$ cat src/rtl/core/fpa_pkg.sv
// Shared constants for the fit partition allocator: field widths,
// operation codes, policy codes and configuration register indexes.
// No dependencies.
package fpa_pkg;

  localparam int SLOT_W      = 4;
  localparam int AMOUNT_W    = 16;
  localparam int INDEX_W     = 4;
  localparam int REMAIN_W    = 16;
  localparam int CFG_ADDR_W  = 4;
  localparam int CFG_DATA_W  = 32;
  localparam int ACTIVE_W    = 5;

  localparam int BLOCKS_DEF    = 16;
  localparam int SIZE_BITS_DEF = 16;

  localparam logic OP_LOAD    = 1'b0;
  localparam logic OP_REQUEST = 1'b1;

  localparam logic [1:0] POLICY_FIRST = 2'd0;
  localparam logic [1:0] POLICY_BEST  = 2'd1;
  localparam logic [1:0] POLICY_WORST = 2'd2;
  // unused code, searched as first fit
  localparam logic [1:0] POLICY_SPARE = 2'd3;

  localparam logic [1:0] REG_POLICY = 2'd0;
  localparam logic [1:0] REG_SHARED = 2'd1;
  localparam logic [1:0] REG_ACTIVE = 2'd2;

  localparam logic [ACTIVE_W-1:0] ACTIVE_RESET = 5'd16;

endpackage

$ cat src/rtl/core/fpa_chan_if.sv
// Valid/ready channel interfaces for the allocator's request and result beats.
// Depends on fpa_pkg for field widths.
interface fpa_in_if;
  logic                          valid;
  logic                          ready;
  logic                          opcode;
  logic [fpa_pkg::SLOT_W-1:0]    slot;
  logic [fpa_pkg::AMOUNT_W-1:0]  amount;

  modport source (output valid, opcode, slot, amount, input ready);
  modport sink   (input valid, opcode, slot, amount, output ready);
endinterface

interface fpa_out_if;
  logic                          valid;
  logic                          ready;
  logic                          found;
  logic [fpa_pkg::INDEX_W-1:0]   block_index;
  logic [fpa_pkg::REMAIN_W-1:0]  remaining;

  modport source (output valid, found, block_index, remaining, input ready);
  modport sink   (input valid, found, block_index, remaining, output ready);
endinterface

$ cat src/rtl/core/fit_partition_allocator_unit.sv
// Fixed-partition allocator: size table in a synchronous RAM, scanned per request.
// Depends on fpa_pkg and the channel interfaces in fpa_chan_if.sv.
//
// Usage:
//   in_chan  carries load beats (opcode 0: write amount into slot, clear its
//            occupied mark; no result) and request beats (opcode 1).
//   out_chan returns one beat per request: found, block_index, remaining.
//   APB port: reg 0 fit policy (0x0), reg 1 shared mode (0x4),
//            reg 2 active block count (0x8). pready is tied high.
// Sequencing:
//   A load is written to the size table as it is accepted. A request
//   scans N = min(active_blocks, BLOCKS) entries (none when N is zero):
//   the size RAM has one read port and is scanned one entry per cycle
//   through the read data register, then the done state writes back
//   the chosen block (shrunk size or occupied mark) and loads the
//   result. The next beat is taken once the block is idle again, even
//   if the result has not been taken yet.
// Reset clears the occupied marks and resets the config registers; the size
//   table is undefined until loaded. While the result register is full and the
//   receiver stalls, a finished request waits before its write-back.
module fit_partition_allocator_unit #(
  parameter int BLOCKS    = fpa_pkg::BLOCKS_DEF,
  parameter int SIZE_BITS = fpa_pkg::SIZE_BITS_DEF
) (
  input  logic                            clk,
  input  logic                            rst_n,
  fpa_in_if.sink                          in_chan,
  fpa_out_if.source                       out_chan,
  input  logic                            psel,
  input  logic                            penable,
  input  logic                            pwrite,
  input  logic [fpa_pkg::CFG_ADDR_W-1:0]  paddr,
  input  logic [fpa_pkg::CFG_DATA_W-1:0]  pwdata,
  output logic [fpa_pkg::CFG_DATA_W-1:0]  prdata,
  output logic                            pready
);

  localparam int IW = (BLOCKS > 1) ? $clog2(BLOCKS) : 1;
  localparam int CW = $clog2(BLOCKS + 1);
  localparam int W  = (SIZE_BITS > fpa_pkg::AMOUNT_W) ? SIZE_BITS : fpa_pkg::AMOUNT_W;

  typedef enum logic [1:0] {ST_IDLE, ST_SCAN, ST_DONE} state_t;

  state_t                         state_r;
  logic [1:0]                     policy_r;
  logic                           shared_r;
  logic [fpa_pkg::ACTIVE_W-1:0]   active_r;

  logic [SIZE_BITS-1:0]           mem [BLOCKS];
  logic [SIZE_BITS-1:0]           rd_data_r;
  logic                           mem_we;
  logic [IW-1:0]                  mem_waddr;
  logic [SIZE_BITS-1:0]           mem_wdata;

  logic [BLOCKS-1:0]              occ_r;
  logic [fpa_pkg::AMOUNT_W-1:0]   amt_r;
  logic [CW-1:0]                  count_r;
  logic [CW-1:0]                  rd_idx_r;
  logic                           cmp_v_r;
  logic [IW-1:0]                  cmp_idx_r;
  logic                           have_r;
  logic [IW-1:0]                  pick_r;
  logic [W-1:0]                   left_r;

  logic                           out_valid_r;
  logic                           out_found_r;
  logic [fpa_pkg::INDEX_W-1:0]    out_index_r;
  logic [fpa_pkg::REMAIN_W-1:0]   out_remain_r;

  logic                           in_fire;
  logic                           slot_ok;
  logic                           cfg_we;
  logic [CW-1:0]                  cnt;
  logic                           issue;
  logic                           last;
  logic [W-1:0]                   size_x;
  logic [W-1:0]                   amt_x;
  logic [W-1:0]                   left;
  logic                           take;
  logic                           done_fire;

  // configuration
  assign pready = 1'b1;
  assign cfg_we = psel && penable && pwrite;

  always_ff @(posedge clk) begin
    if (!rst_n) begin
      policy_r <= fpa_pkg::POLICY_FIRST;
      shared_r <= 1'b0;
      active_r <= fpa_pkg::ACTIVE_RESET;
    end else if (cfg_we) begin
      case (paddr[3:2])
        fpa_pkg::REG_POLICY: policy_r <= pwdata[1:0];
        fpa_pkg::REG_SHARED: shared_r <= pwdata[0];
        fpa_pkg::REG_ACTIVE: active_r <= pwdata[fpa_pkg::ACTIVE_W-1:0];
        default: ;
      endcase
    end
  end

  always_comb begin
    case (paddr[3:2])
      fpa_pkg::REG_POLICY: prdata = fpa_pkg::CFG_DATA_W'(policy_r);
      fpa_pkg::REG_SHARED: prdata = fpa_pkg::CFG_DATA_W'(shared_r);
      fpa_pkg::REG_ACTIVE: prdata = fpa_pkg::CFG_DATA_W'(active_r);
      default:             prdata = '0;
    endcase
  end

  // handshake and scan control
  assign in_chan.ready = (state_r == ST_IDLE);
  assign in_fire       = in_chan.valid && in_chan.ready;
  assign slot_ok       = (32'(in_chan.slot) < 32'(BLOCKS));
  assign cnt           = (32'(active_r) > 32'(BLOCKS)) ? CW'(BLOCKS) : CW'(active_r);
  assign issue         = (rd_idx_r < count_r);
  assign last          = (CW'(cmp_idx_r) == (count_r - CW'(1)));
  assign done_fire     = (state_r == ST_DONE) && (!out_valid_r || out_chan.ready);

  always_comb begin
    size_x = W'(rd_data_r);
    amt_x  = W'(amt_r);
    left   = size_x - amt_x;
    take   = cmp_v_r && (size_x >= amt_x) && (shared_r || !occ_r[cmp_idx_r]) &&
             (!have_r ||
              (policy_r == fpa_pkg::POLICY_BEST  && left < left_r) ||
              (policy_r == fpa_pkg::POLICY_WORST && left > left_r));
  end

  // size table
  always_comb begin
    mem_we    = 1'b0;
    mem_waddr = pick_r;
    mem_wdata = SIZE_BITS'(left_r);
    if (in_fire && in_chan.opcode == fpa_pkg::OP_LOAD && slot_ok) begin
      mem_we    = 1'b1;
      mem_waddr = IW'(in_chan.slot);
      mem_wdata = SIZE_BITS'(in_chan.amount);
    end else if (done_fire && have_r && shared_r) begin
      mem_we = 1'b1;
    end
  end

  always_ff @(posedge clk) begin
    if (mem_we) begin
      mem[mem_waddr] <= mem_wdata;
    end
    rd_data_r <= mem[rd_idx_r[IW-1:0]];
  end

  // state machine, occupied marks and result register
  always_ff @(posedge clk) begin
    if (!rst_n) begin
      state_r     <= ST_IDLE;
      occ_r       <= '0;
      cmp_v_r     <= 1'b0;
      have_r      <= 1'b0;
      out_valid_r <= 1'b0;
      rd_idx_r    <= '0;
      count_r     <= '0;
    end else begin
      if (done_fire) begin
        out_valid_r <= 1'b1;
      end else if (out_chan.ready) begin
        out_valid_r <= 1'b0;
      end
      case (state_r)
        ST_IDLE: begin
          cmp_v_r <= 1'b0;
          if (in_fire) begin
            if (in_chan.opcode == fpa_pkg::OP_LOAD) begin
              if (slot_ok) begin
                occ_r[IW'(in_chan.slot)] <= 1'b0;
              end
            end else begin
              amt_r    <= in_chan.amount;
              rd_idx_r <= '0;
              count_r  <= cnt;
              have_r   <= 1'b0;
              pick_r   <= '0;
              left_r   <= '0;
              state_r  <= (cnt == '0) ? ST_DONE : ST_SCAN;
            end
          end
        end
        ST_SCAN: begin
          if (issue) begin
            rd_idx_r <= rd_idx_r + CW'(1);
          end
          cmp_v_r   <= issue;
          cmp_idx_r <= rd_idx_r[IW-1:0];
          if (take) begin
            have_r <= 1'b1;
            pick_r <= cmp_idx_r;
            left_r <= left;
          end
          if (cmp_v_r && last) begin
            state_r <= ST_DONE;
          end
        end
        ST_DONE: begin
          cmp_v_r <= 1'b0;
          if (done_fire) begin
            out_found_r  <= have_r;
            out_index_r  <= fpa_pkg::INDEX_W'(pick_r);
            out_remain_r <= fpa_pkg::REMAIN_W'(left_r);
            if (have_r && !shared_r) begin
              occ_r[pick_r] <= 1'b1;
            end
            state_r <= ST_IDLE;
          end
        end
        default: state_r <= ST_IDLE;
      endcase
    end
  end

  assign out_chan.valid       = out_valid_r;
  assign out_chan.found       = out_found_r;
  assign out_chan.block_index = out_index_r;
  assign out_chan.remaining   = out_remain_r;

  // checks
  a_req_leaves_idle: assert property (@(posedge clk) disable iff (!rst_n)
    in_fire && in_chan.opcode == fpa_pkg::OP_REQUEST |=> state_r != ST_IDLE)
    else $error("request did not start a scan");

  a_scan_bound: assert property (@(posedge clk) disable iff (!rst_n)
    state_r == ST_SCAN |-> rd_idx_r <= count_r)
    else $error("scan index ran past active count");

  a_pick_in_range: assert property (@(posedge clk) disable iff (!rst_n)
    state_r == ST_DONE && have_r |-> CW'(pick_r) < count_r)
    else $error("chosen block outside active range");

  a_pick_free: assert property (@(posedge clk) disable iff (!rst_n)
    state_r == ST_DONE && have_r && !shared_r |-> !occ_r[pick_r])
    else $error("exclusive mode chose an occupied block");

  a_not_found_zero: assert property (@(posedge clk) disable iff (!rst_n)
    done_fire && !have_r |=> out_valid_r && out_index_r == '0 && out_remain_r == '0)
    else $error("miss result not zeroed");

endmodule

$ cat src/flat_wrapper.sv
// flat-port wrapper written by rule: the top's interface ports become plain ports
module fit_partition_allocator_unit_flat 
#(
  parameter int BLOCKS    = fpa_pkg::BLOCKS_DEF,
  parameter int SIZE_BITS = fpa_pkg::SIZE_BITS_DEF
)
  (clk, rst_n, psel, penable, pwrite, paddr, pwdata, prdata, pready, in_chan_valid, in_chan_opcode, in_chan_slot, in_chan_amount, in_chan_ready, out_chan_valid, out_chan_found, out_chan_block_index, out_chan_remaining, out_chan_ready);
  fpa_in_if in_chan_i ();
  fpa_out_if out_chan_i ();
  input  logic clk;
  input  logic rst_n;
  input  logic psel;
  input  logic penable;
  input  logic pwrite;
  input  logic [fpa_pkg::CFG_ADDR_W-1:0] paddr;
  input  logic [fpa_pkg::CFG_DATA_W-1:0] pwdata;
  output logic [fpa_pkg::CFG_DATA_W-1:0] prdata;
  output logic pready;
  input wire logic [$bits(in_chan_i.valid)-1:0] in_chan_valid;
  input wire logic [$bits(in_chan_i.opcode)-1:0] in_chan_opcode;
  input wire logic [$bits(in_chan_i.slot)-1:0] in_chan_slot;
  input wire logic [$bits(in_chan_i.amount)-1:0] in_chan_amount;
  output wire logic [$bits(in_chan_i.ready)-1:0] in_chan_ready;
  output wire logic [$bits(out_chan_i.valid)-1:0] out_chan_valid;
  output wire logic [$bits(out_chan_i.found)-1:0] out_chan_found;
  output wire logic [$bits(out_chan_i.block_index)-1:0] out_chan_block_index;
  output wire logic [$bits(out_chan_i.remaining)-1:0] out_chan_remaining;
  input wire logic [$bits(out_chan_i.ready)-1:0] out_chan_ready;
  assign in_chan_i.valid = in_chan_valid;
  assign in_chan_i.opcode = in_chan_opcode;
  assign in_chan_i.slot = in_chan_slot;
  assign in_chan_i.amount = in_chan_amount;
  assign in_chan_ready = in_chan_i.ready;
  assign out_chan_valid = out_chan_i.valid;
  assign out_chan_found = out_chan_i.found;
  assign out_chan_block_index = out_chan_i.block_index;
  assign out_chan_remaining = out_chan_i.remaining;
  assign out_chan_i.ready = out_chan_ready;
  fit_partition_allocator_unit #(.BLOCKS(BLOCKS), .SIZE_BITS(SIZE_BITS)) u_core (.clk(clk), .rst_n(rst_n), .in_chan(in_chan_i), .out_chan(out_chan_i), .psel(psel), .penable(penable), .pwrite(pwrite), .paddr(paddr), .pwdata(pwdata), .prdata(prdata), .pready(pready));
endmodule
$ cat config.mk
export PLATFORM = sky130hd
export DESIGN_NAME = fit_partition_allocator_unit_flat
export DESIGN_NICKNAME = d
export VERILOG_FILES = /design/src/rtl/core/fpa_pkg.sv /design/src/rtl/core/fpa_chan_if.sv /design/src/rtl/core/fit_partition_allocator_unit.sv /design/src/flat_wrapper.sv
export SDC_FILE = /design/constraint.sdc
export NUM_CORES = 1
export LEC_CHECK = 0
export BUFFER_PORTS_ARGS = -buffer_cell sky130_fd_sc_hd__buf_2
export CORE_ASPECT_RATIO = 1.4
export CORE_UTILIZATION = 40
export CTS_CLUSTER_SIZE = 20
export DETAILED_ROUTE_END_ITERATION = 6
export PLACE_DENSITY = 0.61
export SETUP_SLACK_MARGIN = 0.5
export SLEW_MARGIN = 20
export SYNTH_ARGS = -nofsm -noshare
export SYNTH_HDL_FRONTEND = slang
export SYNTH_SLANG_ARGS = --single-unit
$ cat constraint.sdc
create_clock -name clk -period 5.8 [get_ports clk]
set_input_delay 1.16 -clock clk [delete_from_list [all_inputs] [get_ports clk]]
set_output_delay 1.16 -clock clk [all_outputs]
set_load 0.03 [all_outputs]
# Yosys cells after proc, flatten, opt, wreduce, memory -nomap -nowiden
# Memories as Yosys holds them, arrays and structs flattened. A register that Yosys moved wholly into a read port is not among the register bits.
# Cells that the tools add are included.
# totals
out_inout_bits,56
wordCells,138
mem_bits_ro,0
mem_bits_rw,256
latchBits,0
n_memories,1
input_bits,64
regBits,100
# mem_list
name,depth,width,rd,rd_ports_with_merged_regs,write_ports,line,text
u_core.mem,16,16,1,1,1,fit_partition_allocator_unit.sv:49,logic [SIZE_BITS-1:0] mem [BLOCKS];
# op_classes
n_eq_ne,15
n_reduce_logical,44
n_bitwise,4
div,0
mul,0
n_mux,44
shifts,0
add_sub_neg,3
n_lt_le_gt_ge,10
# op_table
operator,n
two-way mux 16 bit,8
one-hot mux 16 bit (2 select lines),2
two-way mux 5 bit,4
bitwise AND 16 bit,1
greater-or-equal comparator 16 bit,1
greater-than comparator 16 bit,1
logical AND 1 bit,16
less-than comparator 16 bit,1
two-way mux 4 bit,4
NOT 16 bit,1
OR 16 bit,1
AND reduction 4 bit,4
subtractor 16 bit,1
less-than comparator 4 x 5 -> 1 bit (second input constant),3
one-hot mux 5 bit (3 select lines),1
two-way mux 1 bit,12
two-way mux 2 bit,5
one-hot mux 5 bit (2 select lines),1
AND reduction 5 bit,2
demux 1 bit (select 4 bit),2
greater-or-equal comparator 4 x 1 -> 1 bit (second input constant),2
!= test 2 x 1 -> 1 bit (second input constant),4
!= test 2 bit (second input constant),4
one-hot mux 4 bit (2 select lines),1
19 further kinds,38

# Logic depth before layout (Yosys ltp)
# Gate-level depths: netlist of run 1.
# depth
word_depth,9
ltp_mapped,16
depth_no_buf,16

# Least setup slack after synthesis of run 1
# OpenSTA, ideal clock, no wires.
# synth_timing
kind,reg2reg
start,register u_core.amt_r[0] in the netlist's numbering
end,register u_core.left_r[0] (enable)
path_stages_with_launch,16
arrival_ns,4.432
n_path_buf,0
required_time_ns,5.395
setup_time_ns,0.405
path_slack_ns,0.963
synth_period_minus_slack_ns,4.837
cell_sequence,edfxtp_1 > ha_1 > fa_1 > nand2b_1 > a21oi_1 > a221oi_2 > nor2b_1 > o22ai_1 > xnor2_1 > ha_1 > nand4_1 > nor2_1 > a221o_1 > or4_1 > a31o_1 > o22ai_1
# synth_via
elab_chain_len,8
elab_cells_between_ends,13
cone_classes,add/sub: 1; order compare: 3; eq/ne: 1; reduce/logical: 8
# synth_rtl
element,line,text
start: declaration,fit_partition_allocator_unit.sv:56,logic [fpa_pkg::AMOUNT_W-1:0] amt_r;
start signal: assignment,fit_partition_allocator_unit.sv:175,amt_r <= in_chan.amount;
subtractor 16 bit *,fit_partition_allocator_unit.sv:122,left = size_x - amt_x;
named net u_core.left[12],fit_partition_allocator_unit.sv:78,logic [W-1:0] left;
less-than comparator 16 bit,fit_partition_allocator_unit.sv:125,(policy_r == fpa_pkg::POLICY_BEST && left < left_r) ||
logical AND 1 bit,fit_partition_allocator_unit.sv:125,
logical OR 1 bit,fit_partition_allocator_unit.sv:124,(!have_r ||
logical OR 1 bit *,fit_partition_allocator_unit.sv:125,
logical AND 1 bit *,fit_partition_allocator_unit.sv:123,take = cmp_v_r && (size_x >= amt_x) && (shared_r || !occ_r[cmp_idx_r]) &&
!= test 2 x 1 -> 1 bit (no source line) *,-,
AND reduction 5 bit (no source line) *,-,
end signal: assignment,fit_partition_allocator_unit.sv:194,left_r <= left;
end: declaration,fit_partition_allocator_unit.sv:63,logic [W-1:0] left_r;
# Mark *: on every way through the listed nets, which the timed path passes. The rest lies on a longest branch.
# A chain may end at the register's enable or synchronous reset.

# Worst setup path after layout of run 1
# layout_timing
start,register u_core.amt_r[1] in the netlist's numbering
end,register u_core.left_r[9] (enable)
# Same word-level chain as after synthesis.

==> flow_summary.json, run 1 <==
{
  "arrival_ns": 5.03,
  "drive_above_1_share": 0.2328,
  "yosysMostFrequentCell": "edfxtp_1",
  "fillers": 3364,
  "worstMarginPinSlew_ns": 1.029,
  "placementRows": 85,
  "ys_types": 61,
  "relSlewSlack": 0.3140,
  "clock_latency_ns": 0.53,
  "grt_overflow_total": 0,
  "cts_resized": 0,
  "nets": 1209,
  "cts.sinks": 372,
  "post_cts_buffers": 0,
  "stdcell_area_um2": 17970,
  "clk_path_buf_depth": 3,
  "synth_seq_area_share": 0.6707,
  "status": "finished, final reports clean",
  "clock.fmax_ghz": 0.2078,
  "rsz0062_at_grt": "false",
  "gp_congestion": 0.8940,
  "io_buffers": 62,
  "io_pins": 120,
  "cts_tree": "yes",
  "peakVddDrop_uv": 169.7,
  "min_period_over_period": 0.8295,
  "worst_setup_path_start_kind": "register",
  "cap_violations": 0,
  "antennaDiodeCount": 0,
  "hold_path_class": "reg -> reg",
  "worstSetupPathType": "reg -> reg",
  "die_h_um": 237.4,
  "ant_nets": 0,
  "design.core.area_um2": 38710,
  "synth-async-reset-ratio": 0,
  "antenna_found_initial": 0,
  "synth.area.top_cells": "edfxtp_1, mux4_2, dfxtp_1, ha_1, nor2_1",
  "vias": 8644,
  "synth_top_area_cell": "edfxtp_1",
  "reg2reg_depth": 16,
  "synthTopCellsByCount": "edfxtp_1, mux4_2, nor2_1, nand2_1, dfxtp_1",
  "yosys_register_bits": 372,
  "cts_htree_levels": 2,
  "cp.required_ns": 6.02,
  "vias_per_cell": 5.220,
  "syn_area_per_cell_um2": 15.77,
  "drcViolationCount": 0,
  "drtPass1Iterations": 5,
  "wl_per_cell_um": 20.76,
  "drt-initial-drc-count": 578,
  "ctsRootBufferMaster": "clkbuf_16",
  "hold_depth": 0,
  "synth_edf_count": 317,
  "cp-end-kind": "register",
  "grt_max_degree": 69,
  "start_util": 0.4090,
  "powerDensity_nw_per_um2": 304.8,
  "dieArea_um2": 40400,
  "syn_area_um2": 15840,
  "grt_pass1_vias": 8893,
  "dpl_cell_area_um2": 16870,
  "hold_violations": 0,
  "die_x_um": 170.2,
  "fin_hold_ws_ns": 0.4497,
  "cts_hold_buf": 0,
  "yosys.area.top_type_share": 0.6011,
  "slew_viol_final": 0,
  "setup_violations": 0,
  "netlist_instances": 1004,
  "routed_wl_um": 34370,
  "cts_buffers": 36,
  "power_leakage_uw": 0.006072,
  "yosys_warnings": 0,
  "grt_pass1_wl_um": 51890,
  "syn_to_final_growth_pct": 13.47,
  "hpwl_um": 21430,
  "clock_skew_ns": 0.02473,
  "tns_ns": 0,
  "grtUsageTotal": 0.1755,
  "period_minus_slack_ns": 4.811,
  "crit_fanout": 16,
  "path_clk_slew_ns": 0.06,
  "synth_ff_type": "edfxtp_1"
}
-- cell type report --
cell class | instances | area, um^2 | area share
clock buffers | 47 | 973.4 | 0.05417
clock inverters | 19 | 122.6 | 0.006824
inverters | 46 | 172.7 | 0.009609
multi-input cells | 549 | 4818 | 0.2682
flip-flops and latches | 372 | 10630 | 0.5913
well taps | 522 | 653.1 | 0.03635
repair buffers | 101 | 603.1 | 0.03356
-- cells by family (layout without fill, tap and decap cells) --
family	count (synthesis)	after routing	synth area share
simple gates	228	228	0.07024
fa+ha+maj	39	39	0.03129
buf+inv	109	213	0.03492
other cells	2	28	0.0004743
xor+xnor	19	19	0.01051
flops	372	372	0.6707
compound gates	130	130	0.04954
mux	105	105	0.1323
-- power breakdown --
group          internal (uW)  switching [uW]
combinational            105             202
clock                   1230             969
sequential              2950            20.1
-- flip-flops by register name (all words and copies together) (netlist names), 2 cells and up --
name and flops:
u_core.active_r 5, u_core.amt_r 16, u_core.cmp_idx_r 4, u_core.count_r 5, u_core.left_r 16, u_core.mem 256
u_core.occ_r 16, u_core.out_chan.block_index 4, u_core.out_chan.remaining 16, u_core.pick_r 4, u_core.policy_r 2, u_core.rd_data_r 16
u_core.rd_idx_r 5, u_core.state_r 2
-- layer usage --
metal,track usage,vias to the layer above,share of wire
li1,-,3996,-
met4,0.05678,0,0.023
met5,0,-,0
met3,0.02747,49,0.048
met1,0.2048,4352,0.39
met2,0.3250,247,0.54
-- worst max-delay path, stage by stage, from the launching register on --
cell	delay, ns
edfxtp_1	0.39
inv_1	0.06
ha_1	0.30
nor2b_1	0.13
o21ai_0	0.28
a21oi_1	0.20
o2111a_1	0.33
o41ai_2	0.43
xnor2_1	0.13
ha_1	0.32
nand4_1	0.14
nor2_1	0.07
a221o_1	0.32
or4_1	0.51
a31o_1	0.26
o22ai_2	0.29
buf_4	0.34
-- path summary, 6_finish.rpt --
kind	endpoint	slack, ns	from
max	u_core.left_r[9]	0.99	u_core.amt_r[1]
min	u_core.out_chan.remaining[9]	0.45	u_core.left_r[9]
max reg2reg	u_core.left_r[9]	0.99	u_core.amt_r[1]
min reg2reg	u_core.out_chan.remaining[9]	0.45	u_core.left_r[9]
-- metrics by stage --
stage,util,setup slack [ns],std cells,power (uW)
3_5_place_dp,0.4357,0.9942,1590,3332
6_report,0.4642,0.9887,1656,5477
4_1_cts,0.4641,0.9725,1656,5536
3_3_place_gp,0.4357,1.049,1590,3324
2_1_floorplan,-,0.9630,1030,3237
5_1_grt,0.4642,0.6852,1656,5664
-- placed cells by master, fill, tap and decap left out, drive strengths merged, types with 2 or more instances in the layout --
| master | instances |
|---|---|
| and3 | 4 |
| nand4b | 2 |
| nand2 | 58 |
| conb | 28 |
| nor2b | 11 |
| and2 | 17 |
| nor2 | 68 |
| clkbuf | 47 |
| nand4 | 6 |
| o211ai | 2 |
| nor3 | 10 |
| a31oi | 2 |
| ha | 38 |
| xor2 | 4 |
| nand3 | 21 |
| mux2i | 17 |
| mux2 | 5 |
| o31ai | 2 |
| a211oi | 5 |
| mux4 | 83 |
| a21oi | 45 |
| clkinv | 16 |
| buf | 101 |
| xnor2 | 15 |
| o22ai | 3 |
| or4 | 2 |
| edfxtp | 317 |
| a21o | 5 |
| o21ai | 46 |
| inv | 48 |
| dfxtp | 55 |
| a21boi | 6 |
| nand3b | 2 |
| nor3b | 7 |
| nand2b | 14 |
Power figures use the tool's default switching activity.
==> run 2, diff against run 1 <==
clock period = 4.5 ns   (was 5.8 ns; I/O delays follow)
==> run 2 against run 1 <==
- clock skew decreased by 0.015 ns
- die area unchanged
- sequential cell count unchanged
- final cell count increased by 1.2%
- utilization increased by 1.0 points
- non-clock buffer count increased by 21
- critical path type unchanged
- largest cell class unchanged
- largest power group unchanged
- highest routed layer unchanged
==> flow_summary.json, run 2 (synthesis gave the netlist of run 1 again) <==
{
  "period_minus_slack_ns": 4.192,
  "grt_max_degree": 40,
  "dpl_cell_area_um2": 17000,
  "path_clk_slew_ns": 0.06,
  "grt_pass1_vias": 8890,
  "clock_skew_ns": 0.01000,
  "drive_above_1_share": 0.2695,
  "die_h_um": 237.4,
  "grt_pass1_wl_um": 52580,
  "path_cells": "ha_2 > fa_2 > nand2b_4 > a21oi_4 > a221oi_2 > buf_4 > nor2b_4 > o22ai_2 > xnor2_1 > ha_1 > nand4_1 > nor2_1 > a221o_1 > or4_4 > a31o_1 > o22ai_4 > buf_6 > buf_12",
  "worstSetupPathType": "reg -> reg",
  "clock_latency_ns": 0.54,
  "clkPwrFrac": 0.406,
  "fillers": 3351,
  "cts.sinks": 372,
  "routed_wl_um": 34700,
  "design.core.area_um2": 38710,
  "final-seq-area_um2": 10630,
  "placementRows": 85,
  "final_cell_mix": "edfxtp_1, mux4_2, buf_2, nand2_1, buf_4",
  "crit_fanout": 8,
  "status": "finished, final reports clean",
  "grt_overflow_total": 0,
  "total_power_uw": 7163,
  "cts_buffers": 36,
  "regMostFlops": "u_core.mem",
  "cts_tree": "yes",
  "vias": 8803,
  "die_x_um": 170.2,
  "rsz0062_at_grt": "true",
  "cts_htree_levels": 2,
  "stdcell_area_um2": 18360,
  "powerDensity_nw_per_um2": 390.2,
  "io_pins": 120,
  "comb_power_share": 0.060,
  "setup_violations": 0,
  "cts_hold_buf": 0,
  "drt-initial-drc-count": 710,
  "swShare": 0.2197,
  "power_leakage_uw": 0.006231,
  "peakVddDrop_uv": 216.5,
  "relSlewSlack": 0.2964,
  "ant_nets": 0,
  "min_period_over_period": 0.9316,
  "slew_viol_final": 0,
  "hpwl_um": 22100,
  "critPathBufInv": 3,
  "cp-end-kind": "register",
  "antennaDiodeCount": 0,
  "ctsRootBufferMaster": "clkbuf_16",
  "multiInputGateArea_um2": 4950,
  "dieArea_um2": 40400,
  "intPower_uw": 5589,
  "io_buffers": 62,
  "wl_per_cell_um": 20.70,
  "drtPass1Iterations": 5,
  "syn_to_final_growth_pct": 15.92,
  "clk_path_buf_depth": 3,
  "mostFrequentLayoutCell": "edfxtp_1",
  "hold_path_class": "reg -> reg",
  "hold_violations": 0,
  "drcViolationCount": 0,
  "nets": 1230,
  "clock.fmax_ghz": 0.2385,
  "path_delay_family": "compound AO/OA/AOI/OAI gates",
  "tns_ns": 0,
  "cap_violations": 0,
  "dpl_worst_slack_ns": 0.1630,
  "seqPwrFrac": 0.534,
  "antenna_found_initial": 0,
  "gp_congestion": 0.8855,
  "largest_register_ffs": 256,
  "start_util": 0.4090,
  "vias_per_cell": 5.252,
  "fin_hold_ws_ns": 0.4516,
  "max_stage_delay_ns": 0.49,
  "arrival_ns": 4.44,
  "worstMarginPinSlew_ns": 1.055,
  "setup_ws_ns": 0.3079,
  "cp.required_ns": 4.75,
  "p_sw_uw": 1574,
  "cp_slowest_cell": "or4_4",
  "grtUsageTotal": 0.1767,
  "worst_setup_path_start_kind": "register"
}
## run 2: layout make-up
type,instances,area share
inverter,46,0.009406
tap,522,0.03558
sequential,372,0.5789
clock buffer,51,0.05487
clock inverter,14,0.007089
timing repair buffer,122,0.04451
multi-input combinational,549,0.2696
## run 2: timing repair
| item | 4_1_cts | 5_1_grt |
|---|---|---|
| buffers inserted | 13 | 0 |
| pin swaps | 14 | 2 |
| resized for setup | 25 | 1 |
| gates cloned | 1 | 0 |
| setup endpoints to repair | 20 | 20 |
## run 2: worst paths after layout
check,from,to,slack (ns),depth (start not counted)
max,u_core.amt_r[0],u_core.left_r[2],0.31,18
min,u_core.left_r[14],u_core.out_chan.remaining[14],0.45,0
max reg2reg,u_core.amt_r[0],u_core.left_r[2],0.31,18
min reg2reg,u_core.left_r[14],u_core.out_chan.remaining[14],0.45,0
## run 2: per-stage QoR
stage / utilization / instances
3_3_place_gp: 0.4390 / 1597
3_5_place_dp: 0.4390 / 1597
5_1_grt: 0.4742 / 1676
2_1_floorplan: - / 1030
4_1_cts: 0.4739 / 1676
6_report: 0.4742 / 1676
## run 2: power groups by stage
stage / sequential [uW] / combinational, uW / clock, uW
final: 3820 / 432 / 2910
after global routing: 3820 / 468 / 3100
after CTS: 3820 / 431 / 2990
after detailed placement: 3900 / 410 / 0
after global placement: 3890 / 400 / 0
after floorplan: 3890 / 291 / 0
## run 2: metal layers
| metal | track usage | up-vias | share of wire |
|---|---|---|---|
| met5 | 0 | - | 0 |
| met4 | 0.06388 | 0 | 0.031 |
| met3 | 0.02031 | 65 | 0.037 |
| met2 | 0.3272 | 252 | 0.54 |
| met1 | 0.2085 | 4445 | 0.39 |
| li1 | - | 4041 | - |
==> run 3, diff against run 2 <==
ABC_AREA = 1   (was not set)
==> run 3 against run 2 <==
- wire length increased by 14%
- synthesized area increased by 3.9%
- design area increased by 2.1%
- largest power group unchanged
- die area increased by 3.8%
- via count increased by 26%
- combinational power increased to 6.4 times the previous value
- sequential cell count unchanged
- sequential power increased by 15%
- fmax increased by 11%
- largest cell class unchanged
- critical path depth increased by 8
==> flow_summary.json, run 3 <==
{
  "status": "finished, final reports clean",
  "yosys_register_bits": 372,
  "drtPass1Iterations": 5,
  "synthAdderAreaFrac": 0.03013,
  "placementRows": 87,
  "synth_edf_count": 317,
  "drt-initial-drc-count": 828,
  "synth_top_family_by_area": "simple AND/OR/NAND/NOR gates",
  "relSlewSlack": 0.2685,
  "synthSimpleGateAreaFrac": 0.1303,
  "synth_seq_area_share": 0.6458,
  "design.core.area_um2": 40390,
  "syn_area_per_cell_um2": 11.31,
  "grt_max_degree": 91,
  "io_buffers": 62,
  "rsz0062_at_grt": "false",
  "synth.area.top_cells": "edfxtp_1, dfxtp_1, nor2_1, nand2_1, inv_1",
  "period_minus_slack_ns": 3.786,
  "cts.sinks": 372,
  "reg2reg_setup_slack_ns": 0.71,
  "min_period_over_period": 0.8414,
  "antenna_found_initial": 0,
  "die_h_um": 241.9,
  "muxShareOfSynthArea": 0.01529,
  "vias_per_cell": 5.256,
  "vias": 11080,
  "cp.required_ns": 4.73,
  "cap_violations": 0,
  "tns_ns": 0,
  "grtUsageTotal": 0.1870,
  "dieArea_um2": 41940,
  "worst_setup_path_start_kind": "register",
  "synth_ff_type": "edfxtp_1",
  "cts_hold_buf": 0,
  "powerDensity_nw_per_um2": 534.2,
  "drive_above_1_share": 0.1487,
  "cts_tree": "yes",
  "cp-end-kind": "register",
  "drcViolationCount": 0,
  "cts_buffers": 36,
  "largest_register_ffs": 256,
  "routed_wl_um": 39580,
  "nets": 1650,
  "grt_overflow_total": 0,
  "final_cell_mix": "edfxtp_1, nor2_1, nand2_1, inv_1, o21ai_0",
  "synth-async-reset-ratio": 0,
  "io_pins": 120,
  "mostFrequentLayoutCell": "edfxtp_1",
  "power_leakage_uw": 0.007012,
  "worstSetupPathType": "reg -> reg",
  "hold_path_class": "reg -> reg",
  "synth_xor_area_frac": 0.009054,
  "ant_nets": 0,
  "netlist_instances": 1454,
  "slew_viol_final": 0,
  "clk_path_buf_depth": 3,
  "clock_latency_ns": 0.54,
  "cts_htree_levels": 2,
  "regMostFlops": "u_core.mem",
  "syn_area_um2": 16450,
  "antennaDiodeCount": 0,
  "peakVddDrop_uv": 295.8,
  "utilization": 0.4643,
  "crit_fanout": 5,
  "synth-compound-area-share": 0.1083,
  "synthTopCellsByCount": "edfxtp_1, nor2_1, nand2_1, inv_1, o21ai_0",
  "grt_pass1_wl_um": 59690,
  "path_clk_slew_ns": 0.06,
  "wl_per_cell_um": 18.77,
  "hold_violations": 0,
  "syn_to_final_growth_pct": 14.01,
  "synth_top_area_cell": "edfxtp_1",
  "ys_types": 59,
  "grt_pass1_vias": 10510,
  "setup_violations": 0,
  "start_util": 0.4072,
  "worstMarginPinSlew_ns": 1.097,
  "ctsRootBufferMaster": "clkbuf_16",
  "clock.fmax_ghz": 0.2641,
  "arrival_ns": 4.02,
  "yosys.area.top_type_share": 0.5788,
  "clock_skew_ns": 0.03044,
  "die_x_um": 173.4,
  "hpwl_um": 25300,
  "yosysMostFrequentCell": "edfxtp_1",
  "gp_congestion": 0.8576,
  "yosys_warnings": 0
}
==> run 3: final cells by class <==
class                   count  area [um^2]
fillers                  3652        21640
flip-flops and latches    372        10630
multi-input cells         884         5034
clock buffers              49         1022
repair buffers            115        787.0
well taps                 534        668.1
inverters                 138        525.5
clock inverters            16        85.08
==> run 3: metrics by stage <==
step / hold slack (ns) / area [um^2] / total power [uW] / setup slack (ns) / std cells
5_1_grt: 0.4678 / 18750 / 10510 / 0.4842 / 2108
3_5_place_dp: 0.4324 / 17370 / 6995 / 0.4053 / 2026
3_3_place_gp: 0.4326 / 17360 / 6931 / 0.4223 / 2026
2_1_floorplan: 0.4264 / 16550 / 6234 / 0.6815 / 1480
6_report: 0.4446 / 18750 / 10020 / 0.7138 / 2108
4_1_cts: 0.4466 / 18610 / 9986 / 0.5087 / 2102
==> run 3: final timing paths <==
path,from,to,cells after the start
setup / recovery,u_core.amt_r[0],u_core.pick_r[3],26
hold / removal,u_core.left_r[6],u_core.out_chan.remaining[6],0
setup reg to reg,u_core.amt_r[0],u_core.pick_r[3],26
hold reg to reg,u_core.left_r[6],u_core.out_chan.remaining[6],0
==> run 3: per-layer routing <==
metal | GRT usage | wire (um)
met1 | 0.2179 | 15490
met2 | 0.3277 | 20110
met3 | 0.02715 | 1966
met4 | 0.1067 | 2002
met5 | 0 | 0
==> run 3: worst max-delay path, cell delays in order (launching register included) <==
cell and delay [ns]:
edfxtp_1 0.41, ha_4 0.19, fa_2 0.35, inv_2 0.06
nand3_1 0.07, nand2_2 0.10, nand2_2 0.07, nand2_4 0.09
a21oi_4 0.06, o21bai_1 0.16, xor2_1 0.21, inv_1 0.08
ha_1 0.29, nand2_2 0.06, nor2_2 0.11, nand4_1 0.19
inv_1 0.12, nand2_2 0.06, nand2_1 0.05, nand2_1 0.06
nand3_2 0.08, nand2_2 0.06, nand2_2 0.07, nand2_2 0.07
nor2_4 0.12, buf_6 0.16, buf_12 0.13
==> run 3: timing repair <==
action	4_1_cts	5_1_grt
setup endpoints to repair	20	20
setup buffers	10	5
pin swaps	6	11
gates cloned	1	1
resized for setup	9	15
==> run 3: kinds of logic (layout without fill, tap and decap cells) <==
group                      Yosys count  after routing
buffers and inverters              224            318
other                                2             28
DFF                                372            372
and+or+nand+nor                    503            503
muxes                               25             25
AOI/OAI and AO/OA                  272            272
xor gates and xnor gates            17             17
adders and majority gates           39             39
==> run 3: power by group <==
part	internal, uW	switching (uW)
clock	1600	1260
sequential	4200	189
combinational	934	1830
